**src/rtl/core/dpls_pkg.sv**
```systemverilog
// shared types, constants and helper functions for the drive power limit scaler
package dpls_pkg;

    // request and result payloads
    typedef struct packed {
        logic signed [15:0] drive_lf;
        logic signed [15:0] drive_rf;
        logic signed [15:0] drive_lb;
        logic signed [15:0] drive_rb;
        logic signed [15:0] target_forward;
        logic signed [15:0] target_sideways;
        logic signed [15:0] target_rotation;
        logic signed [15:0] measured_forward;
        logic signed [15:0] measured_sideways;
        logic signed [15:0] measured_rotation;
        logic        [9:0]  power_buffer;
        logic               referee_online;
    } cmd_item_t;

    typedef struct packed {
        logic signed [15:0] limited_lf;
        logic signed [15:0] limited_rf;
        logic signed [15:0] limited_lb;
        logic signed [15:0] limited_rb;
        logic               was_limited;
        logic        [15:0] output_budget;
    } res_item_t;

    // configuration and arithmetic constants
    localparam logic [15:0] OUTPUT_MAX_RESET = 16'd50000;
    localparam logic [5:0]  BUF_FULL         = 6'd60;
    localparam logic [5:0]  BUF_LOW          = 6'd18;
    // 60^2, the square curve coefficient at a full buffer
    localparam logic [12:0] COEF_FULL        = 13'd3600;
    // ceil(2^22 / 10), exact for magnitudes below 699050
    localparam logic [18:0] RECIP10          = 19'd419431;
    localparam int          RECIP10_SHIFT    = 22;

    // budget denominators 60^3 and 60^2 as rounded-up reciprocals,
    // exact for products below 2^29
    localparam longint      DEN_CUBE           = 216000;
    localparam longint      DEN_SQUARE         = 3600;
    localparam int          RECIP_CUBE_SHIFT   = 47;
    localparam int          RECIP_SQUARE_SHIFT = 41;
    localparam logic [29:0] RECIP_CUBE         =
        30'(((longint'(1) << RECIP_CUBE_SHIFT) + DEN_CUBE - 1) / DEN_CUBE);
    localparam logic [29:0] RECIP_SQUARE       =
        30'(((longint'(1) << RECIP_SQUARE_SHIFT) + DEN_SQUARE - 1) / DEN_SQUARE);

    localparam int NUM_LANES = 4;
    localparam int LANE_LF   = 0;
    localparam int LANE_RF   = 1;
    localparam int LANE_LB   = 2;
    localparam int LANE_RB   = 3;

    // divider shape: 34-bit dividend, 18-bit divisor, one quotient bit per stage
    localparam int DIV_STEPS = 16;
    localparam int DIV_NUM_W = 34;
    localparam int DIV_DEN_W = 18;

    // pipeline stage numbers
    localparam int ST_IN        = 0;
    localparam int ST_PREP      = 1;
    localparam int ST_RECIP     = 2;
    localparam int ST_NUDGE     = 3;
    localparam int ST_SUM       = 4;
    localparam int ST_BUDGET    = ST_SUM;
    localparam int ST_CMP       = ST_BUDGET + 1;
    localparam int ST_SCALE_MUL = ST_CMP + 1;
    localparam int ST_SDIV_LAST = ST_SCALE_MUL + DIV_STEPS;
    localparam int ST_OUT       = ST_SDIV_LAST + 1;
    localparam int NUM_STAGES   = ST_OUT + 1;

    typedef logic [NUM_STAGES-1:0] stage_en_t;

    // budget compare result handed from the merge stage to the lanes
    typedef struct packed {
        logic        limited;
        logic [15:0] budget;
        logic [17:0] sum;
    } merge_t;

    // what the merge stage carries to the output register
    typedef struct packed {
        logic        limited;
        logic [15:0] budget;
    } tail_t;

    // budget numerator coefficient for a clamped buffer reading: b^3 or b^2
    function automatic logic [12:0] budget_coef(input logic [5:0] b);
        int bi;
        bi = int'(b);
        if (b < BUF_LOW)
            budget_coef = 13'(bi * bi * bi);
        else
            budget_coef = 13'(bi * bi);
    endfunction

    // sign of target minus measured, as -1, 0 or +1
    function automatic logic signed [1:0] speed_sign(input logic signed [15:0] tgt,
                                                      input logic signed [15:0] meas);
        logic signed [16:0] diff;
        diff = $signed({tgt[15], tgt}) - $signed({meas[15], meas});
        if (diff > 17'sd0)
            speed_sign = 2'sb01;
        else if (diff < 17'sd0)
            speed_sign = 2'sb11;
        else
            speed_sign = 2'sb00;
    endfunction

    // apply a sign to a magnitude and saturate to 16-bit signed
    function automatic logic [15:0] sat_mag(input logic neg, input logic [15:0] mag);
        if (neg)
            sat_mag = mag[15] ? 16'h8000 : 16'(~mag + 16'd1);
        else
            sat_mag = mag[15] ? 16'h7FFF : mag;
    endfunction

endpackage

```
**src/rtl/core/dpls_budget.sv**
```systemverilog
// output budget from the clamped power buffer and the link state
module dpls_budget (
    input  logic                clk,
    input  dpls_pkg::stage_en_t en,
    input  logic [9:0]          power_buffer,
    input  logic                referee_online,
    input  logic [15:0]         output_max,
    output logic [15:0]         budget
);

    logic [5:0]  buf_clamped;
    logic [12:0] coef;
    logic        cube;
    logic [28:0] prod_next;
    logic [28:0] prod_reg;
    logic        cube_prod_reg;
    logic [29:0] recip;
    logic [63:0] recip_next;
    logic [63:0] recip_reg;
    logic        cube_recip_reg;
    logic [15:0] quo_next;
    logic [15:0] quo_reg;
    logic [15:0] budget_reg;

    // clamp to sixty and pick the curve; offline uses the full square curve
    always_comb
    begin
        if (power_buffer > 10'(dpls_pkg::BUF_FULL))
            buf_clamped = dpls_pkg::BUF_FULL;
        else
            buf_clamped = power_buffer[5:0];
        cube      = referee_online && (buf_clamped < dpls_pkg::BUF_LOW);
        coef      = referee_online ? dpls_pkg::budget_coef(buf_clamped) : dpls_pkg::COEF_FULL;
        prod_next = 29'(output_max) * 29'(coef);
    end

    // divide by sixty cubed or sixty squared through the reciprocal
    always_comb
    begin
        recip      = cube_prod_reg ? dpls_pkg::RECIP_CUBE : dpls_pkg::RECIP_SQUARE;
        recip_next = 64'(prod_reg) * 64'(recip);
        quo_next   = cube_recip_reg ? recip_reg[dpls_pkg::RECIP_CUBE_SHIFT +: 16]
                                    : recip_reg[dpls_pkg::RECIP_SQUARE_SHIFT +: 16];
    end

    always_ff @(posedge clk)
    begin
        if (en[dpls_pkg::ST_PREP])
        begin
            prod_reg      <= prod_next;
            cube_prod_reg <= cube;
        end
        if (en[dpls_pkg::ST_RECIP])
        begin
            recip_reg      <= recip_next;
            cube_recip_reg <= cube_prod_reg;
        end
        if (en[dpls_pkg::ST_NUDGE])
            quo_reg <= quo_next;
        // line up with the lane sum
        if (en[dpls_pkg::ST_BUDGET])
            budget_reg <= quo_reg;
    end

    assign budget = budget_reg;

endmodule

```
**config.mk**
```make
export PLATFORM = sky130hd
export DESIGN_NAME = dpls_budget
export DESIGN_NICKNAME = d
export VERILOG_FILES = /design/src/rtl/core/dpls_pkg.sv /design/src/rtl/core/dpls_budget.sv
export SDC_FILE = /design/constraint.sdc
export NUM_CORES = 2
export LEC_CHECK = 0
export BUFFER_PORTS_ARGS = -buffer_cell sky130_fd_sc_hd__clkbuf_2
export CORE_MARGIN = 5
export CORE_UTILIZATION = 40
export DETAILED_ROUTE_END_ITERATION = 8
export PLACE_DENSITY = 0.63
export SETUP_SLACK_MARGIN = 0.15
export SYNTH_ARGS = -nofsm -noshare
export SYNTH_HDL_FRONTEND = slang
export SYNTH_SLANG_ARGS = --single-unit
```
**constraint.sdc**
```tcl
create_clock -name clk -period 18.35 [get_ports clk]
set_input_delay 0.9175 -clock clk [delete_from_list [all_inputs] [get_ports clk]]
set_output_delay 0.9175 -clock clk [all_outputs]
set_load 0.01 [all_outputs]
```
==> results.yml <==
status:
  outcome: "completed"
floorplanning:
  fp.dieH_microns: 288
  dieWidth_microns: 288
  dieArea_sq_um: 82800
  io_pins: 68
  rows: 101
  initial_core_util: 0.405
  core_sq_um: 76200
synth:
  synth_area_leaders: "fa_1, ha_1, inv_1"
  synth_top_family_by_area: "adder cells"
  synth.distinct_cells: 70
  yosys_most_used_dff: "edfxtp_1"
  yosys_warnings: 0
  syn_area_sq_um: 30900
  async_reset_ff_frac: 0
  yosysMostFrequentCell: "inv_1"
  ys_ff_latch: 81
  synth_compound_area_frac: 0.0352
  synth_simple_gate_area_frac: 0.0884
  ys_seq_area_frac: 0.0788
  synth-xor-area-share: 0.0180
  avgSynthCellArea_sq_um: 10.1
  synthMuxAreaShare: 0.00600
  netlist.area_leader.share: 0.450
  yosysTopAreaCell: "fa_1"
  synthTopCellsByCount: "inv_1, fa_1, ha_1, nand2_1, edfxtp_1"
  syn_inst: 3050
  synth_edf_count: 81
  yosys.area_share.adder: 0.651
cts:
  cts_max_path_buffers: 2
  h-tree-depth: 3
  postCtsHoldBufs: 0
  cts_setup_buffers: 0
  cts-root-buf: "clkbuf_16"
  cts.sinks: 81
  worstSkewPairLatency_ns: 0.38
  post_cts_resize_count: 0
  cts_tree: "done"
  clkTransAtPathRegs_ns: 0.07
  cts_buffers: 9
worst_setup_path:
  required_ns: 18.46
  crit_top_cell: "fa_1"
  worstSetupEndpoint: "prod_reg[22]"
  cp-startpoint: "power_buffer[8]"
  critical_path_class: "in -> reg"
  r2r-start: "cube_prod_reg"
  r2r_cells: 25
  path_max_fanout: 25
  slowest_delay_ns: 0.84
  timing.rr.end: "recip_reg[58]"
  start_kind: "input port"
  worstSetupEndpointType: "register"
  cp.arrival_ns: 15.67
  rrSetupSlack_ns: 8.78
  crit_slowest_cell: "and2_1"
sta:
  fin_skew_ns: 0.0122
  min_period_ns: 15.56
  timing.final.crit_share: 0.848
  fin_tns_setup_ns: 0
  slew_headroom: 0.324
  rsz0062_at_grt: "no"
  finalMaxSlewViolations: 0
  tightest_slew_ns: 1.01
  fmaxAchievable_ghz: 0.0643
  setup_violations: 0
  finalHoldViolations: 0
final_layout:
  num_antenna_cells: 0
  largest_register_ffs: 29
  drive_gt1_frac: 0.0415
  finish.net_count: 4295
  n_fill_cell: 7360
  area_growth_pct: 5.33
routing:
  drtIter0Drc: 1035
  drcViolationCount: 0
  vias: 19600
  vias_per_cell: 4.80
  ant_nets: 0
  routedWlPerCell_microns: 17.1
  dr.pass1.iters: 6
  wl_microns: 69800
global_routing:
  grt_pass1_wl_microns: 117000
  overflow: 0
  grt_pass1_vias: 21900
  grt_max_degree: 62
  grt_usage: 0.180
  antenna_found_initial: 0
flow_run:
  maxCapViolations: 0
placement:
  io_buffers: 47
  routabilityCongestion: 0.940
  dpl.hpwl_microns: 61300
worst_hold_path:
  hold_path.class: "reg -> reg"
==> critical path: cells and delay by family <==
| family | cells | cell delay (ns) |
|---|---|---|
| buffers and inverters | 8 | 0.62 |
| AO/OA/AOI/OAI | 12 | 3.06 |
| adder cells (fa/ha/maj) | 14 | 6.16 |
| AND/OR/NAND/NOR | 9 | 2.80 |
| XOR/XNOR | 8 | 2.09 |
==> layout make-up <==
class	count	area (sq um)	share of cell area
multi-input combinational	1982	24700	0.760
inverter	919	3450	0.106
sequential	81	2430	0.0748
tap	1030	1290	0.0397
timing repair buffer	60	333	0.0102
clock buffer	9	225	0.00693
clock inverter	7	83.8	0.00258
==> per-layer routing <==
metal,vias up,global-route usage,part of all wire
met5,-,0,0
met4,0,0.0388,0.023
met3,86,0.0337,0.060
met2,464,0.309,0.49
met1,9886,0.238,0.43
li1,9167,-,-
==> worst min-delay path by stage <==
stage	slack, ns	to	startpoint	cells after the start
floorplan	0.40	budget[0]	quo_reg[0]	0
global placement	0.40	budget[9]	quo_reg[9]	0
detailed placement	0.41	budget[8]	quo_reg[8]	0
CTS	0.43	budget[14]	quo_reg[14]	0
global route	0.44	budget[5]	quo_reg[5]	0
finish	0.42	budget[2]	quo_reg[2]	0
==> cell usage in the layout (no fill, tap or decap), types with 7 or more instances in the layout <==
cell	count
a21o_1	23
a21oi_1	48
a31oi_1	7
and2_1	75
and3_1	65
buf_4	13
clkbuf_16	9
clkbuf_2	47
conb_1	11
edfxtp_1	81
fa_1	693
ha_1	497
inv_1	917
mux2_2	12
nand2_1	182
nand2b_1	29
nand3_1	24
nand4_1	7
nor2_1	78
nor2b_1	23
nor3_1	14
o21a_1	12
o21ai_0	29
o21bai_1	7
or2_2	13
xnor2_1	33
xor2_1	22
==> per-stage QoR <==
step                      instance area [sq um]  hold slack, ns   util  cells  setup WS [ns]
after floorplan                           30900           0.400      -   3059           4.89
after global placement                    32200           0.400  0.422   4072           2.42
after detailed placement                  32200           0.408  0.422   4072           2.28
after CTS                                 32500           0.425  0.427   4088           2.68
after global routing                      32500           0.435  0.427   4088           1.67
final                                     32500           0.423  0.427   4088           2.79
==> cells by family (layout without fill, tap and decap cells) <==
group                    Yosys count  count (layout)
buffers and inverters            996             995
XOR/XNOR                          59              59
adder cells (fa/ha/maj)         1190            1190
AND/OR/NAND/NOR                  539             539
other                              2              11
AO/OA/AOI/OAI                    166             166
flip-flops                        81              81
multiplexers                      17              17
Power is not shown: default switching activity piles up to over one toggle a cycle in this logic, so the estimate is an artifact.
