[src/rtl/core/dpls_pkg.sv]
// shared types, constants and helper functions for the drive power limit scaler
package dpls_pkg;

    // request and result payloads
    typedef struct packed {
        logic signed [15:0] drive_lf;
        logic signed [15:0] drive_rf;
        logic signed [15:0] drive_lb;
        logic signed [15:0] drive_rb;
        logic signed [15:0] target_forward;
        logic signed [15:0] target_sideways;
        logic signed [15:0] target_rotation;
        logic signed [15:0] measured_forward;
        logic signed [15:0] measured_sideways;
        logic signed [15:0] measured_rotation;
        logic        [9:0]  power_buffer;
        logic               referee_online;
    } cmd_item_t;

    typedef struct packed {
        logic signed [15:0] limited_lf;
        logic signed [15:0] limited_rf;
        logic signed [15:0] limited_lb;
        logic signed [15:0] limited_rb;
        logic               was_limited;
        logic        [15:0] output_budget;
    } res_item_t;

    // configuration and arithmetic constants
    localparam logic [15:0] OUTPUT_MAX_RESET = 16'd50000;
    localparam logic [5:0]  BUF_FULL         = 6'd60;
    localparam logic [5:0]  BUF_LOW          = 6'd18;
    // 60^2, the square curve coefficient at a full buffer
    localparam logic [12:0] COEF_FULL        = 13'd3600;
    // ceil(2^22 / 10), exact for magnitudes below 699050
    localparam logic [18:0] RECIP10          = 19'd419431;
    localparam int          RECIP10_SHIFT    = 22;

    // budget denominators 60^3 and 60^2 as rounded-up reciprocals,
    // exact for products below 2^29
    localparam longint      DEN_CUBE           = 216000;
    localparam longint      DEN_SQUARE         = 3600;
    localparam int          RECIP_CUBE_SHIFT   = 47;
    localparam int          RECIP_SQUARE_SHIFT = 41;
    localparam logic [29:0] RECIP_CUBE         =
        30'(((longint'(1) << RECIP_CUBE_SHIFT) + DEN_CUBE - 1) / DEN_CUBE);
    localparam logic [29:0] RECIP_SQUARE       =
        30'(((longint'(1) << RECIP_SQUARE_SHIFT) + DEN_SQUARE - 1) / DEN_SQUARE);

    localparam int NUM_LANES = 4;
    localparam int LANE_LF   = 0;
    localparam int LANE_RF   = 1;
    localparam int LANE_LB   = 2;
    localparam int LANE_RB   = 3;

    // divider shape: 34-bit dividend, 18-bit divisor, one quotient bit per stage
    localparam int DIV_STEPS = 16;
    localparam int DIV_NUM_W = 34;
    localparam int DIV_DEN_W = 18;

    // pipeline stage numbers
    localparam int ST_IN        = 0;
    localparam int ST_PREP      = 1;
    localparam int ST_RECIP     = 2;
    localparam int ST_NUDGE     = 3;
    localparam int ST_SUM       = 4;
    localparam int ST_BUDGET    = ST_SUM;
    localparam int ST_CMP       = ST_BUDGET + 1;
    localparam int ST_SCALE_MUL = ST_CMP + 1;
    localparam int ST_SDIV_LAST = ST_SCALE_MUL + DIV_STEPS;
    localparam int ST_OUT       = ST_SDIV_LAST + 1;
    localparam int NUM_STAGES   = ST_OUT + 1;

    typedef logic [NUM_STAGES-1:0] stage_en_t;

    // budget compare result handed from the merge stage to the lanes
    typedef struct packed {
        logic        limited;
        logic [15:0] budget;
        logic [17:0] sum;
    } merge_t;

    // what the merge stage carries to the output register
    typedef struct packed {
        logic        limited;
        logic [15:0] budget;
    } tail_t;

    // budget numerator coefficient for a clamped buffer reading: b^3 or b^2
    function automatic logic [12:0] budget_coef(input logic [5:0] b);
        int bi;
        bi = int'(b);
        if (b < BUF_LOW)
            budget_coef = 13'(bi * bi * bi);
        else
            budget_coef = 13'(bi * bi);
    endfunction

    // sign of target minus measured, as -1, 0 or +1
    function automatic logic signed [1:0] speed_sign(input logic signed [15:0] tgt,
                                                      input logic signed [15:0] meas);
        logic signed [16:0] diff;
        diff = $signed({tgt[15], tgt}) - $signed({meas[15], meas});
        if (diff > 17'sd0)
            speed_sign = 2'sb01;
        else if (diff < 17'sd0)
            speed_sign = 2'sb11;
        else
            speed_sign = 2'sb00;
    endfunction

    // apply a sign to a magnitude and saturate to 16-bit signed
    function automatic logic [15:0] sat_mag(input logic neg, input logic [15:0] mag);
        if (neg)
            sat_mag = mag[15] ? 16'h8000 : 16'(~mag + 16'd1);
        else
            sat_mag = mag[15] ? 16'h7FFF : mag;
    endfunction

endpackage

[src/rtl/core/dpls_merge.sv]
// sums the lane magnitudes and compares the total against the budget
module dpls_merge (
    input  logic                                 clk,
    input  dpls_pkg::stage_en_t                  en,
    input  logic [dpls_pkg::NUM_LANES-1:0][15:0] mags,
    input  logic [15:0]                          budget,
    output dpls_pkg::merge_t                     cmp,
    output dpls_pkg::tail_t                      tail
);

    logic [17:0]      sum_next;
    logic [17:0]      sum_pipe_reg [dpls_pkg::ST_SUM:dpls_pkg::ST_BUDGET];
    dpls_pkg::merge_t cmp_next;
    dpls_pkg::merge_t cmp_reg;
    dpls_pkg::tail_t  tail_pipe_reg [dpls_pkg::ST_SCALE_MUL:dpls_pkg::ST_SDIV_LAST];

    // absolute sum of the four nudged commands
    always_comb
    begin
        sum_next = '0;
        for (int i = 0; i < dpls_pkg::NUM_LANES; i++)
            sum_next = sum_next + {2'b0, mags[i]};
    end

    // limit decision once the budget is ready
    always_comb
    begin
        cmp_next.sum     = sum_pipe_reg[dpls_pkg::ST_BUDGET];
        cmp_next.budget  = budget;
        cmp_next.limited = sum_pipe_reg[dpls_pkg::ST_BUDGET] > {2'b0, budget};
    end

    always_ff @(posedge clk)
    begin
        if (en[dpls_pkg::ST_SUM])
            sum_pipe_reg[dpls_pkg::ST_SUM] <= sum_next;
        for (int s = dpls_pkg::ST_SUM + 1; s <= dpls_pkg::ST_BUDGET; s++)
        begin
            if (en[s])
                sum_pipe_reg[s] <= sum_pipe_reg[s-1];
        end
        if (en[dpls_pkg::ST_CMP])
            cmp_reg <= cmp_next;
        // flag and budget travel alongside the lane dividers
        if (en[dpls_pkg::ST_SCALE_MUL])
        begin
            tail_pipe_reg[dpls_pkg::ST_SCALE_MUL].limited <= cmp_reg.limited;
            tail_pipe_reg[dpls_pkg::ST_SCALE_MUL].budget  <= cmp_reg.budget;
        end
        for (int s = dpls_pkg::ST_SCALE_MUL + 1; s <= dpls_pkg::ST_SDIV_LAST; s++)
        begin
            if (en[s])
                tail_pipe_reg[s] <= tail_pipe_reg[s-1];
        end
    end

    assign cmp  = cmp_reg;
    assign tail = tail_pipe_reg[dpls_pkg::ST_SDIV_LAST];

endmodule
[config.mk]
export PLATFORM = sky130hd
export DESIGN_NAME = dpls_merge
export DESIGN_NICKNAME = d
export VERILOG_FILES = /design/src/rtl/core/dpls_pkg.sv /design/src/rtl/core/dpls_merge.sv
export SDC_FILE = /design/constraint.sdc
export NUM_CORES = 1
export LEC_CHECK = 0
export BUFFER_PORTS_ARGS = -buffer_cell sky130_fd_sc_hd__clkbuf_2
export CORE_MARGIN = 3
export CORE_UTILIZATION = 44
export DETAILED_ROUTE_END_ITERATION = 16
export PLACE_DENSITY_LB_ADDON = 0.25
export SYNTH_ARGS = -nofsm -noshare
export SYNTH_HDL_FRONTEND = slang
export SYNTH_SLANG_ARGS = --single-unit
[constraint.sdc]
create_clock -name clk -period 4.3 [get_ports clk]
set_input_delay 0.215 -clock clk [delete_from_list [all_inputs] [get_ports clk]]
set_output_delay 0.215 -clock clk [all_outputs]
set_load 0.02 [all_outputs]
==> results.yml <==
outcome:
  status: "finished clean"
synthesis:
  ys_seq_area_share_pct: 82.22
  synthesis.nets: 796
  netlist_instances: 626
  synth-simple-area-share_pct: 1.432
  synthAdderAreaFrac_pct: 8.434
  synth_flop_cell: "edfxtp_1"
  synth_seq_cells: 342
  synth_compound_area_share_pct: 2.765
  synth_top_family_by_area: "adder cells"
  synth_edf_count: 342
  synthMuxAreaShare_pct: 0
  synthXorXnorAreaFrac_pct: 0.8414
  synthArstFlopShare_pct: 0
  syn_area_um2: 12490
  ys_types: 40
  yosys_warnings: 0
  avgSynthCellArea_um2: 19.95
sta:
  fin_crit_ns: 3.161
  post-route-period-util_pct: 73.52
  clock_skew_ns: 0.01351
  hold_violations: 0
  relSlewSlack_pct: 38.63
  fmax_mhz: 316.3
  setup_tns_ns: 0
  worst_pin_slew_ns: 0.9205
  rsz0062_at_grt: "false"
  setup_viol: 0
  slew_viol_final: 0
  worst_slack_ns: 1.139
drt:
  wl_per_cell_um: 13.98
  route.detailed.drc: 0
  vias: 5490
  first_iter_violations: 354
  ant_nets: 0
  dr.pass1.iters: 4
  vias_per_cell: 4.526
  routed_wl_um: 16960
worst_setup_path:
  crit_fanout: 3
  cp.required_ns: 4.54
  worst_setup_path_start_kind: "input pin"
  criticalPathCategory: "input pin to flip-flop"
  cpMaxStageDelayCell: "fa_1"
  crit_family: "adder cells"
  cpPeakStageDelay_ns: 0.53
  path_cells: "clkbuf_2 > inv_1 > fa_1 > inv_1 > fa_1 > ha_1 > fa_1 > a21o_1 > a221oi_2 > o221ai_2 > a31oi_4 > a21oi_1 > xor2_1"
  crit_buf_inv: 3
  cpMostUsedCell: "fa_1"
  crit_arrival_ns: 3.41
  endpoint_kind: "flip-flop"
global_route:
  grt_max_degree: 36
  grt-ovfl-total: 0
  grt_pass1_vias: 5889
  antenna_found_initial: 0
  grt_use_total_pct: 11.50
  grt_pass1_wl_um: 27940
cells_and_area:
  multi_input_area_um2: 1683
  syn_to_final_growth_pct: 19.54
  final_cell_mix: "edfxtp_1, clkbuf_2, inv_1, clkbuf_16, ha_1"
  layout_commonest_cell: "edfxtp_1"
  seq_area_um2: 10270
  layout-drive-gt1-share_pct: 25.39
  fin_util_pct: 53.60
  final_nets: 980
  largest_reg_flops: 289
  fin_cells: 1213
  antenna_cells: 0
  fillers: 2184
cts:
  root_buffer: "clkbuf_16"
  post-cts-setup-buffers: 0
  tritoncts: "done"
  path_clk_slew_ns: 0.06
  clockBufferDepth: 3
  hold_buffers: 16
  numCtsBuffers: 34
  cts.sinks: 342
  htreeDepth: 2
  worstSkewPairLatency_ns: 0.50
  cts_resized: 0
power:
  p_total_mw: 8.226
  power.leakage_nw: 5.936
  vdd_drop_max_mv: 0.2976
  p_per_area_nw_per_um2: 550.9
run:
  max-cap-violations: 0
placement:
  io_buffer_count: 151
  pre_cts_slack_ns: 0.6060
  place.gp.congestion: 0.7808
  dp_cells: 1136
  dp.final_hpwl_um: 12410
die:
  fp.dieArea_um2: 30450
  initial_core_util_pct: 44.84
  fp-row-count: 61
  io_pins: 157
  die_w_um: 174.5
  core_um2: 27860
  dieHeight_um: 174.5
worst_hold_path:
  hold_path.class: "input pin to flip-flop"
-- report_power, final --
part	internal, mW	total (mW)	leakage, nW	switching, mW
clock network	1.91	3.06	0.583	1.15
logic	0.413	0.996	2.01	0.583
registers	4.06	4.17	3.35	0.111
-- worst reg2reg max path, cell delays in order, from the launching register on --
cell	delay, ns
edfxtp_1	0.43
ha_1	0.31
and3_1	0.21
a221o_1	0.35
a21oi_1	0.17
o221ai_1	0.15
nand2_1	0.09
a21oi_1	0.06
-- cell families (layout without fill, tap and decap cells) --
family          count (synthesis)  after routing
buf+inv                       126            335
xor+xnor                       12             12
compound gates                 48             48
flops                         342            342
fa+ha+maj                      65             65
simple gates                   33             33
-- metal layers --
metal | track usage [%] | vias up | wire (µm)
met5 | 0 | - | 0
met4 | 4.658 | 0 | 570
met3 | 3.932 | 42 | 1275
met2 | 21.16 | 188 | 9007
met1 | 11.97 | 2631 | 6104
li1 | - | 2629 | -
-- per-stage QoR --
stage / hold slack [ns] / area, µm²
after CTS: 0.005287 / 14930
after global routing: 0.009469 / 14930
after floorplan: 0.3139 / 12490
after detailed placement: 0.4045 / 13580
after global placement: 0.4010 / 13580
final: 0.02774 / 14930
-- Yosys cell counts (all sizes together) (5+ instances only) --
library cell  number  share of area [%]
a21oi             16               0.67
nand2              6               0.18
a21o              11               0.67
nand4              5               0.25
inv              107                3.2
ha                33                3.3
xnor2              7               0.49
o21ai              7               0.28
buf               18                1.1
nor2               7               0.21
edfxtp           342                 82
fa                32                5.1
xor2               5               0.35
-- cell type report --
cell class | instances | area share [%]
clock buffer | 36 | 5.891
clock inverter | 25 | 2.070
inverter | 107 | 2.690
multi-input combinational | 158 | 11.27
sequential | 342 | 68.78
tap | 378 | 3.167
timing repair buffer | 167 | 6.134
-- worst paths after layout --
| check | slack (ns) | cells past startpoint | startpoint | endpoint |
|---|---|---|---|---|
| min reg2reg | 0.41 | 0 | tail_pipe_reg[0][297] | tail_pipe_reg[0][314] |
| min | 0.03 | 2 | mags[48] | sum_pipe_reg[4][0] |
| max reg2reg | 2.27 | 7 | sum_pipe_reg[4][4] | cmp[34] |
| max | 1.14 | 13 | mags[1] | sum_pipe_reg[4][15] |
Note: power is estimated with default switching activity, not from simulation.
