**config.mk**
```make
export PLATFORM = sky130hd
export DESIGN_NAME = dpls_lane
export DESIGN_NICKNAME = d
export VERILOG_FILES = /design/src/rtl/core/dpls_pkg.sv /design/src/rtl/core/dpls_div.sv /design/src/rtl/core/dpls_lane.sv
export SDC_FILE = /design/constraint.sdc
export NUM_CORES = 2
export LEC_CHECK = 0
export BUFFER_PORTS_ARGS = -buffer_cell sky130_fd_sc_hd__clkbuf_2
export CORE_ASPECT_RATIO = 1.4
export CORE_UTILIZATION = 35
export CTS_CLUSTER_DIAMETER = 200
export DETAILED_ROUTE_END_ITERATION = 7
export PLACE_DENSITY_LB_ADDON = 0.05
export SYNTH_ARGS = -nofsm -noshare
export SYNTH_HDL_FRONTEND = slang
export SYNTH_HIERARCHICAL = 1
export SYNTH_SLANG_ARGS = --single-unit
```
**constraint.sdc**
```tcl
create_clock -name clk -period 7.3 [get_ports clk]
set_input_delay 1.095 -clock clk [delete_from_list [all_inputs] [get_ports clk]]
set_output_delay 1.095 -clock clk [all_outputs]
set_load 0.1 [all_outputs]
```
**src/rtl/core/dpls_pkg.sv**
```systemverilog
// shared types, constants and helper functions for the drive power limit scaler
package dpls_pkg;

    // request and result payloads
    typedef struct packed {
        logic signed [15:0] drive_lf;
        logic signed [15:0] drive_rf;
        logic signed [15:0] drive_lb;
        logic signed [15:0] drive_rb;
        logic signed [15:0] target_forward;
        logic signed [15:0] target_sideways;
        logic signed [15:0] target_rotation;
        logic signed [15:0] measured_forward;
        logic signed [15:0] measured_sideways;
        logic signed [15:0] measured_rotation;
        logic        [9:0]  power_buffer;
        logic               referee_online;
    } cmd_item_t;

    typedef struct packed {
        logic signed [15:0] limited_lf;
        logic signed [15:0] limited_rf;
        logic signed [15:0] limited_lb;
        logic signed [15:0] limited_rb;
        logic               was_limited;
        logic        [15:0] output_budget;
    } res_item_t;

    // configuration and arithmetic constants
    localparam logic [15:0] OUTPUT_MAX_RESET = 16'd50000;
    localparam logic [5:0]  BUF_FULL         = 6'd60;
    localparam logic [5:0]  BUF_LOW          = 6'd18;
    // 60^2, the square curve coefficient at a full buffer
    localparam logic [12:0] COEF_FULL        = 13'd3600;
    // ceil(2^22 / 10), exact for magnitudes below 699050
    localparam logic [18:0] RECIP10          = 19'd419431;
    localparam int          RECIP10_SHIFT    = 22;

    // budget denominators 60^3 and 60^2 as rounded-up reciprocals,
    // exact for products below 2^29
    localparam longint      DEN_CUBE           = 216000;
    localparam longint      DEN_SQUARE         = 3600;
    localparam int          RECIP_CUBE_SHIFT   = 47;
    localparam int          RECIP_SQUARE_SHIFT = 41;
    localparam logic [29:0] RECIP_CUBE         =
        30'(((longint'(1) << RECIP_CUBE_SHIFT) + DEN_CUBE - 1) / DEN_CUBE);
    localparam logic [29:0] RECIP_SQUARE       =
        30'(((longint'(1) << RECIP_SQUARE_SHIFT) + DEN_SQUARE - 1) / DEN_SQUARE);

    localparam int NUM_LANES = 4;
    localparam int LANE_LF   = 0;
    localparam int LANE_RF   = 1;
    localparam int LANE_LB   = 2;
    localparam int LANE_RB   = 3;

    // divider shape: 34-bit dividend, 18-bit divisor, one quotient bit per stage
    localparam int DIV_STEPS = 16;
    localparam int DIV_NUM_W = 34;
    localparam int DIV_DEN_W = 18;

    // pipeline stage numbers
    localparam int ST_IN        = 0;
    localparam int ST_PREP      = 1;
    localparam int ST_RECIP     = 2;
    localparam int ST_NUDGE     = 3;
    localparam int ST_SUM       = 4;
    localparam int ST_BUDGET    = ST_SUM;
    localparam int ST_CMP       = ST_BUDGET + 1;
    localparam int ST_SCALE_MUL = ST_CMP + 1;
    localparam int ST_SDIV_LAST = ST_SCALE_MUL + DIV_STEPS;
    localparam int ST_OUT       = ST_SDIV_LAST + 1;
    localparam int NUM_STAGES   = ST_OUT + 1;

    typedef logic [NUM_STAGES-1:0] stage_en_t;

    // budget compare result handed from the merge stage to the lanes
    typedef struct packed {
        logic        limited;
        logic [15:0] budget;
        logic [17:0] sum;
    } merge_t;

    // what the merge stage carries to the output register
    typedef struct packed {
        logic        limited;
        logic [15:0] budget;
    } tail_t;

    // budget numerator coefficient for a clamped buffer reading: b^3 or b^2
    function automatic logic [12:0] budget_coef(input logic [5:0] b);
        int bi;
        bi = int'(b);
        if (b < BUF_LOW)
            budget_coef = 13'(bi * bi * bi);
        else
            budget_coef = 13'(bi * bi);
    endfunction

    // sign of target minus measured, as -1, 0 or +1
    function automatic logic signed [1:0] speed_sign(input logic signed [15:0] tgt,
                                                      input logic signed [15:0] meas);
        logic signed [16:0] diff;
        diff = $signed({tgt[15], tgt}) - $signed({meas[15], meas});
        if (diff > 17'sd0)
            speed_sign = 2'sb01;
        else if (diff < 17'sd0)
            speed_sign = 2'sb11;
        else
            speed_sign = 2'sb00;
    endfunction

    // apply a sign to a magnitude and saturate to 16-bit signed
    function automatic logic [15:0] sat_mag(input logic neg, input logic [15:0] mag);
        if (neg)
            sat_mag = mag[15] ? 16'h8000 : 16'(~mag + 16'd1);
        else
            sat_mag = mag[15] ? 16'h7FFF : mag;
    endfunction

endpackage

```
**src/rtl/core/dpls_div.sv**
```systemverilog
// pipelined restoring divider, one quotient bit per stage
module dpls_div (
    input  logic                           clk,
    input  logic [dpls_pkg::DIV_STEPS-1:0] en,
    input  logic [dpls_pkg::DIV_NUM_W-1:0] num,
    input  logic [dpls_pkg::DIV_DEN_W-1:0] den,
    output logic [dpls_pkg::DIV_STEPS-1:0] quo
);

    logic [dpls_pkg::DIV_NUM_W-1:0] rem_reg  [dpls_pkg::DIV_STEPS];
    logic [dpls_pkg::DIV_DEN_W-1:0] den_reg  [dpls_pkg::DIV_STEPS];
    logic [dpls_pkg::DIV_STEPS-1:0] quo_reg  [dpls_pkg::DIV_STEPS];

    logic [dpls_pkg::DIV_NUM_W-1:0] rem_in   [dpls_pkg::DIV_STEPS];
    logic [dpls_pkg::DIV_DEN_W-1:0] den_in   [dpls_pkg::DIV_STEPS];
    logic [dpls_pkg::DIV_STEPS-1:0] quo_in   [dpls_pkg::DIV_STEPS];
    logic [dpls_pkg::DIV_NUM_W-1:0] trial    [dpls_pkg::DIV_STEPS];
    logic [dpls_pkg::DIV_NUM_W-1:0] rem_next [dpls_pkg::DIV_STEPS];
    logic [dpls_pkg::DIV_STEPS-1:0] quo_next [dpls_pkg::DIV_STEPS];

    // stage inputs: first stage from the ports, the rest from the previous stage
    always_comb
    begin
        rem_in[0] = num;
        den_in[0] = den;
        quo_in[0] = '0;
        for (int j = 1; j < dpls_pkg::DIV_STEPS; j++)
        begin
            rem_in[j] = rem_reg[j-1];
            den_in[j] = den_reg[j-1];
            quo_in[j] = quo_reg[j-1];
        end
    end

    // compare and subtract the shifted divisor, msb of the quotient first
    always_comb
    begin
        for (int j = 0; j < dpls_pkg::DIV_STEPS; j++)
        begin
            trial[j] = dpls_pkg::DIV_NUM_W'(den_in[j]) << (dpls_pkg::DIV_STEPS - 1 - j);
            if (rem_in[j] >= trial[j])
            begin
                rem_next[j] = rem_in[j] - trial[j];
                quo_next[j] = quo_in[j] |
                              (dpls_pkg::DIV_STEPS'(1) << (dpls_pkg::DIV_STEPS - 1 - j));
            end
            else
            begin
                rem_next[j] = rem_in[j];
                quo_next[j] = quo_in[j];
            end
        end
    end

    // stage registers
    always_ff @(posedge clk)
    begin
        for (int j = 0; j < dpls_pkg::DIV_STEPS; j++)
        begin
            if (en[j])
            begin
                rem_reg[j] <= rem_next[j];
                den_reg[j] <= den_in[j];
                quo_reg[j] <= quo_next[j];
            end
        end
    end

    assign quo = quo_reg[dpls_pkg::DIV_STEPS-1];

endmodule

```
**src/rtl/core/dpls_lane.sv**
```systemverilog
// one wheel lane: error nudge, then budget scaling and saturation
module dpls_lane (
    input  logic                clk,
    input  dpls_pkg::stage_en_t en,
    input  logic signed [15:0]  cmd,
    input  logic signed [2:0]   err,
    input  dpls_pkg::merge_t    cmp,
    output logic [15:0]         mag,
    output logic [15:0]         result
);

    logic [15:0]        cmd_abs;
    logic [15:0]        cmd_neg;
    logic signed [20:0] cmd_x10;
    logic signed [20:0] nudge_part;
    logic signed [20:0] t_next;
    logic signed [19:0] t_reg;
    logic [19:0]        t_neg;
    logic [18:0]        t_abs;
    logic [37:0]        recip_next;
    logic [37:0]        recip_reg;
    logic               recip_neg_reg;

    logic [15:0] mag_pipe_reg [dpls_pkg::ST_NUDGE:dpls_pkg::ST_CMP];
    logic        neg_pipe_reg [dpls_pkg::ST_NUDGE:dpls_pkg::ST_CMP];

    logic [31:0]                    scale_num_reg;
    logic [dpls_pkg::DIV_DEN_W-1:0] scale_den_reg;
    logic [15:0]                    quo;

    logic [15:0] side_mag_reg [dpls_pkg::ST_SCALE_MUL:dpls_pkg::ST_SDIV_LAST];
    logic        side_neg_reg [dpls_pkg::ST_SCALE_MUL:dpls_pkg::ST_SDIV_LAST];
    logic        side_lim_reg [dpls_pkg::ST_SCALE_MUL:dpls_pkg::ST_SDIV_LAST];

    // ten times the command plus its magnitude times the error sum
    always_comb
    begin
        cmd_neg    = 16'(~cmd + 16'sd1);
        cmd_abs    = cmd[15] ? cmd_neg : cmd;
        cmd_x10    = $signed({{5{cmd[15]}}, cmd}) * 21'sd10;
        nudge_part = $signed({5'b0, cmd_abs}) * $signed({{18{err[2]}}, err});
        t_next     = cmd_x10 + nudge_part;
    end

    // magnitude times the reciprocal of ten
    always_comb
    begin
        t_neg      = 20'(~t_reg + 20'sd1);
        t_abs      = t_reg[19] ? t_neg[18:0] : t_reg[18:0];
        recip_next = {19'b0, t_abs} * {19'b0, dpls_pkg::RECIP10};
    end

    always_ff @(posedge clk)
    begin
        if (en[dpls_pkg::ST_PREP])
            t_reg <= t_next[19:0];
        if (en[dpls_pkg::ST_RECIP])
        begin
            recip_reg     <= recip_next;
            recip_neg_reg <= t_reg[19];
        end
        // truncated quotient by ten as sign and magnitude
        if (en[dpls_pkg::ST_NUDGE])
        begin
            mag_pipe_reg[dpls_pkg::ST_NUDGE] <= recip_reg[dpls_pkg::RECIP10_SHIFT +: 16];
            neg_pipe_reg[dpls_pkg::ST_NUDGE] <= recip_neg_reg;
        end
        // hold the nudged command while the budget is divided out
        for (int s = dpls_pkg::ST_NUDGE + 1; s <= dpls_pkg::ST_CMP; s++)
        begin
            if (en[s])
            begin
                mag_pipe_reg[s] <= mag_pipe_reg[s-1];
                neg_pipe_reg[s] <= neg_pipe_reg[s-1];
            end
        end
        // magnitude times budget over the sum
        if (en[dpls_pkg::ST_SCALE_MUL])
        begin
            scale_num_reg <= {16'b0, mag_pipe_reg[dpls_pkg::ST_CMP]} * {16'b0, cmp.budget};
            scale_den_reg <= cmp.sum;
            side_mag_reg[dpls_pkg::ST_SCALE_MUL] <= mag_pipe_reg[dpls_pkg::ST_CMP];
            side_neg_reg[dpls_pkg::ST_SCALE_MUL] <= neg_pipe_reg[dpls_pkg::ST_CMP];
            side_lim_reg[dpls_pkg::ST_SCALE_MUL] <= cmp.limited;
        end
        for (int s = dpls_pkg::ST_SCALE_MUL + 1; s <= dpls_pkg::ST_SDIV_LAST; s++)
        begin
            if (en[s])
            begin
                side_mag_reg[s] <= side_mag_reg[s-1];
                side_neg_reg[s] <= side_neg_reg[s-1];
                side_lim_reg[s] <= side_lim_reg[s-1];
            end
        end
    end

    dpls_div u_div (
        .clk (clk),
        .en  (en[dpls_pkg::ST_SCALE_MUL+1 +: dpls_pkg::DIV_STEPS]),
        .num ({2'b0, scale_num_reg}),
        .den (scale_den_reg),
        .quo (quo)
    );

    assign mag = mag_pipe_reg[dpls_pkg::ST_NUDGE];

    // scaled or unscaled magnitude, signed and saturated
    assign result = dpls_pkg::sat_mag(side_neg_reg[dpls_pkg::ST_SDIV_LAST],
                                      side_lim_reg[dpls_pkg::ST_SDIV_LAST] ?
                                      quo : side_mag_reg[dpls_pkg::ST_SDIV_LAST]);

endmodule

```
==> results.json <==
{
  "synth_most_common_cell": "edfxtp_1",
  "worst_slew_pin_slew_ns": 1.233,
  "violations": "negative setup slack",
  "synth_common_cells": "edfxtp_1 (1360), inv_1 (868), ha_1 (621)",
  "hold_start": "side_mag_reg[8][3]",
  "cts_buffers": 156,
  "yosysWarnings": 6,
  "dp_cells": 9780,
  "crit_type": "reg2reg",
  "cts_tree": "yes",
  "rsz0062_at_grt": "yes",
  "yosys_most_used_dff": "edfxtp_1",
  "grt_max_degree": 69,
  "drc": 0,
  "cap_violations": 0,
  "tns_ns": -0.02048,
  "synth_top_area_share_pct": 51.51,
  "syn_inst": 6596,
  "vias_per_cell": 4.815,
  "syn2layout_area_growth_pct": 13.39,
  "drive_gt1_share_pct": 9.581,
  "yosysUniqueCellTypes": 97,
  "ys_seq_elements": 1360,
  "clock_skew_ns": 0.07775,
  "layout_setup_ws_ns": -0.01273,
  "grt_antenna_before_repair": 5,
  "r2r_cells": 27,
  "cts.sinks": 1360,
  "place_area_mm2": 0.08460,
  "cp_max_fo": 3,
  "grt_overflow": 0,
  "ys_top_cells_by_area": "edfxtp_1 (52%), ha_1 (9.8%), fa_1 (9.0%)",
  "nets": 7990,
  "insertion_delay_ns": 0.80,
  "drtAntennaViolNets": 0,
  "clk_pin_slew_ns": 0.07,
  "min_path_cells": 0,
  "dr.pass1.iters": 5,
  "nFillCells": 21570,
  "largest_register_ff_count": 510,
  "period_share_pct": 100.2,
  "worstHoldPathType": "reg2reg",
  "die_x_um": 404.3,
  "ctsLongestPathBuffers": 4,
  "hold_ws_ns": 0.4056,
  "die_h_um": 565.2,
  "worst_ep_required_time_ns": 7.84,
  "seq_area_frac_synth_pct": 51.51,
  "initial_core_util_pct": 35.24,
  "maxSlewViolCount": 0,
  "gp_congestion": 0.9268,
  "coreArea_mm2": 0.2250,
  "dp_hpwl_um": 156600,
  "port_buffers": 108,
  "end_kind": "register",
  "crit_start": "t_reg[7]",
  "outcome": "complete, but fails checks",
  "synth-async-reset-ratio_pct": 0,
  "syn_avg_cell_area_um2": 12.02,
  "final_cells": 10060,
  "worstPathArrival_ns": 7.86,
  "hold_viol": 0,
  "drt_wl_total_um": 192100,
  "die_area_mm2": 0.2285,
  "finalCriticalPeriod_ns": 7.313,
  "track_usage_pct": 16.78,
  "setup_viol": 2,
  "clockRootBuffer": "clkbuf_16",
  "dr_total_vias": 48460,
  "final_area_mm2": 0.08991,
  "startpoint_type": "register",
  "syn-cell-area_mm2": 0.07929,
  "drtIter0Drc": 1987,
  "grt_pass1_vias": 51490,
  "grt_first_pass_wirelength_um": 293700,
  "holdBufCountCts": 0,
  "htree_levels": 4,
  "fmax_mhz": 136.7,
  "synth_area_leader_cell": "edfxtp_1",
  "regArea_mm2": 0.04084,
  "r2r-start": "t_reg[7]",
  "routedWlPerCell_um": 19.09,
  "synth_edf_count": 1360,
  "rows": 206,
  "maxSlewHeadroom_pct": 15.68,
  "pin_count": 111,
  "multi_input_area_mm2": 0.03513
}
final cells by class:
type / count / share of cell area, %
clock inverter: 88 / 0.8823
multi-input combinational: 4248 / 39.08
clock buffer: 180 / 4.513
tap: 3016 / 4.197
timing repair buffer: 295 / 2.246
antenna: 3 / 0.008350
inverter: 874 / 3.654
sequential: 1360 / 45.42
worst paths after layout:
check / endpoint / slack (ns)
worst max-delay path: recip_reg[35] / -0.01
worst min-delay path: side_mag_reg[9][3] / 0.41
worst max register to register: recip_reg[35] / -0.01
worst min register to register: side_mag_reg[9][3] / 0.41
worst max-delay path, cell delays in order, from the launching register on:
cell and delay, ns:
edfxtp_1 0.38, or4_4 0.55, or3_4 0.42, buf_6 0.14, o21ai_4 0.19, xor2_4 0.17
inv_2 0.07, ha_4 0.22, fa_1 0.47, inv_1 0.05, fa_1 0.51, inv_2 0.05
fa_1 0.49, fa_1 0.49, inv_1 0.05, fa_1 0.51, inv_2 0.05, ha_4 0.26
nand4_1 0.12, nor4_4 0.35, o31ai_4 0.15, a211oi_4 0.37, o31ai_1 0.14, buf_4 0.17
o31ai_4 0.28, o22ai_2 0.15, buf_6 0.15, xnor2_2 0.12
stage by stage:
stage               utilization [%]  setup WS [ns]
floorplan                         -         0.1371
global placement              37.60        -0.2409
detailed placement            37.60        -0.3017
CTS                           39.82       -0.01522
global route                  39.96        -0.3381
finish                        39.96       -0.01273
layer usage:
metal  vias to the layer above  share of wire, %  track usage, %
met2                       616                58           34.95
li1                      23880                 -               -
met3                       357               2.4           1.960
met1                     23600                35           15.81
met5                         -            0.0057               0
met4                         2               4.8           7.746
layout by cell type (no fill, tap or decap), drive strengths merged, types with 71 or more instances in the layout:
| cell type | synthesis | layout |
|---|---|---|
| xnor2 | 279 | 279 |
| nor2 | 298 | 298 |
| nand2b | 71 | 71 |
| edfxtp | 1360 | 1360 |
| xor2 | 203 | 203 |
| and2 | 121 | 121 |
| buf | 17 | 203 |
| nand3 | 79 | 79 |
| fa | 355 | 355 |
| clkbuf | 100 | 272 |
| ha | 621 | 621 |
| inv | 873 | 877 |
| o21ai | 324 | 324 |
| nand2 | 573 | 573 |
| nor3 | 101 | 101 |
| a21oi | 341 | 341 |
| a21o | 135 | 135 |
kinds of logic after synthesis:
kind of cell               after synthesis  share of synthesized area [%]
other                                    1                       0.004729
adders and majority gates              976                          18.76
muxes                                   66                         0.9105
DFF                                   1360                          51.51
and+or+nand+nor                       1571                          9.604
buffers and inverters                  991                          4.740
xor gates and xnor gates               482                          5.428
AOI/OAI and AO/OA                     1149                          9.044
timing repair:
item | 4_1_cts | 5_1_grt
setup buffers | 4 | 10
pin swaps | 9 | 51
setup endpoints to repair | 12 | 13
resized for setup | 20 | 41
Power is not shown: default switching activity piles up to over one toggle a cycle in this logic, so the estimate is an artifact.
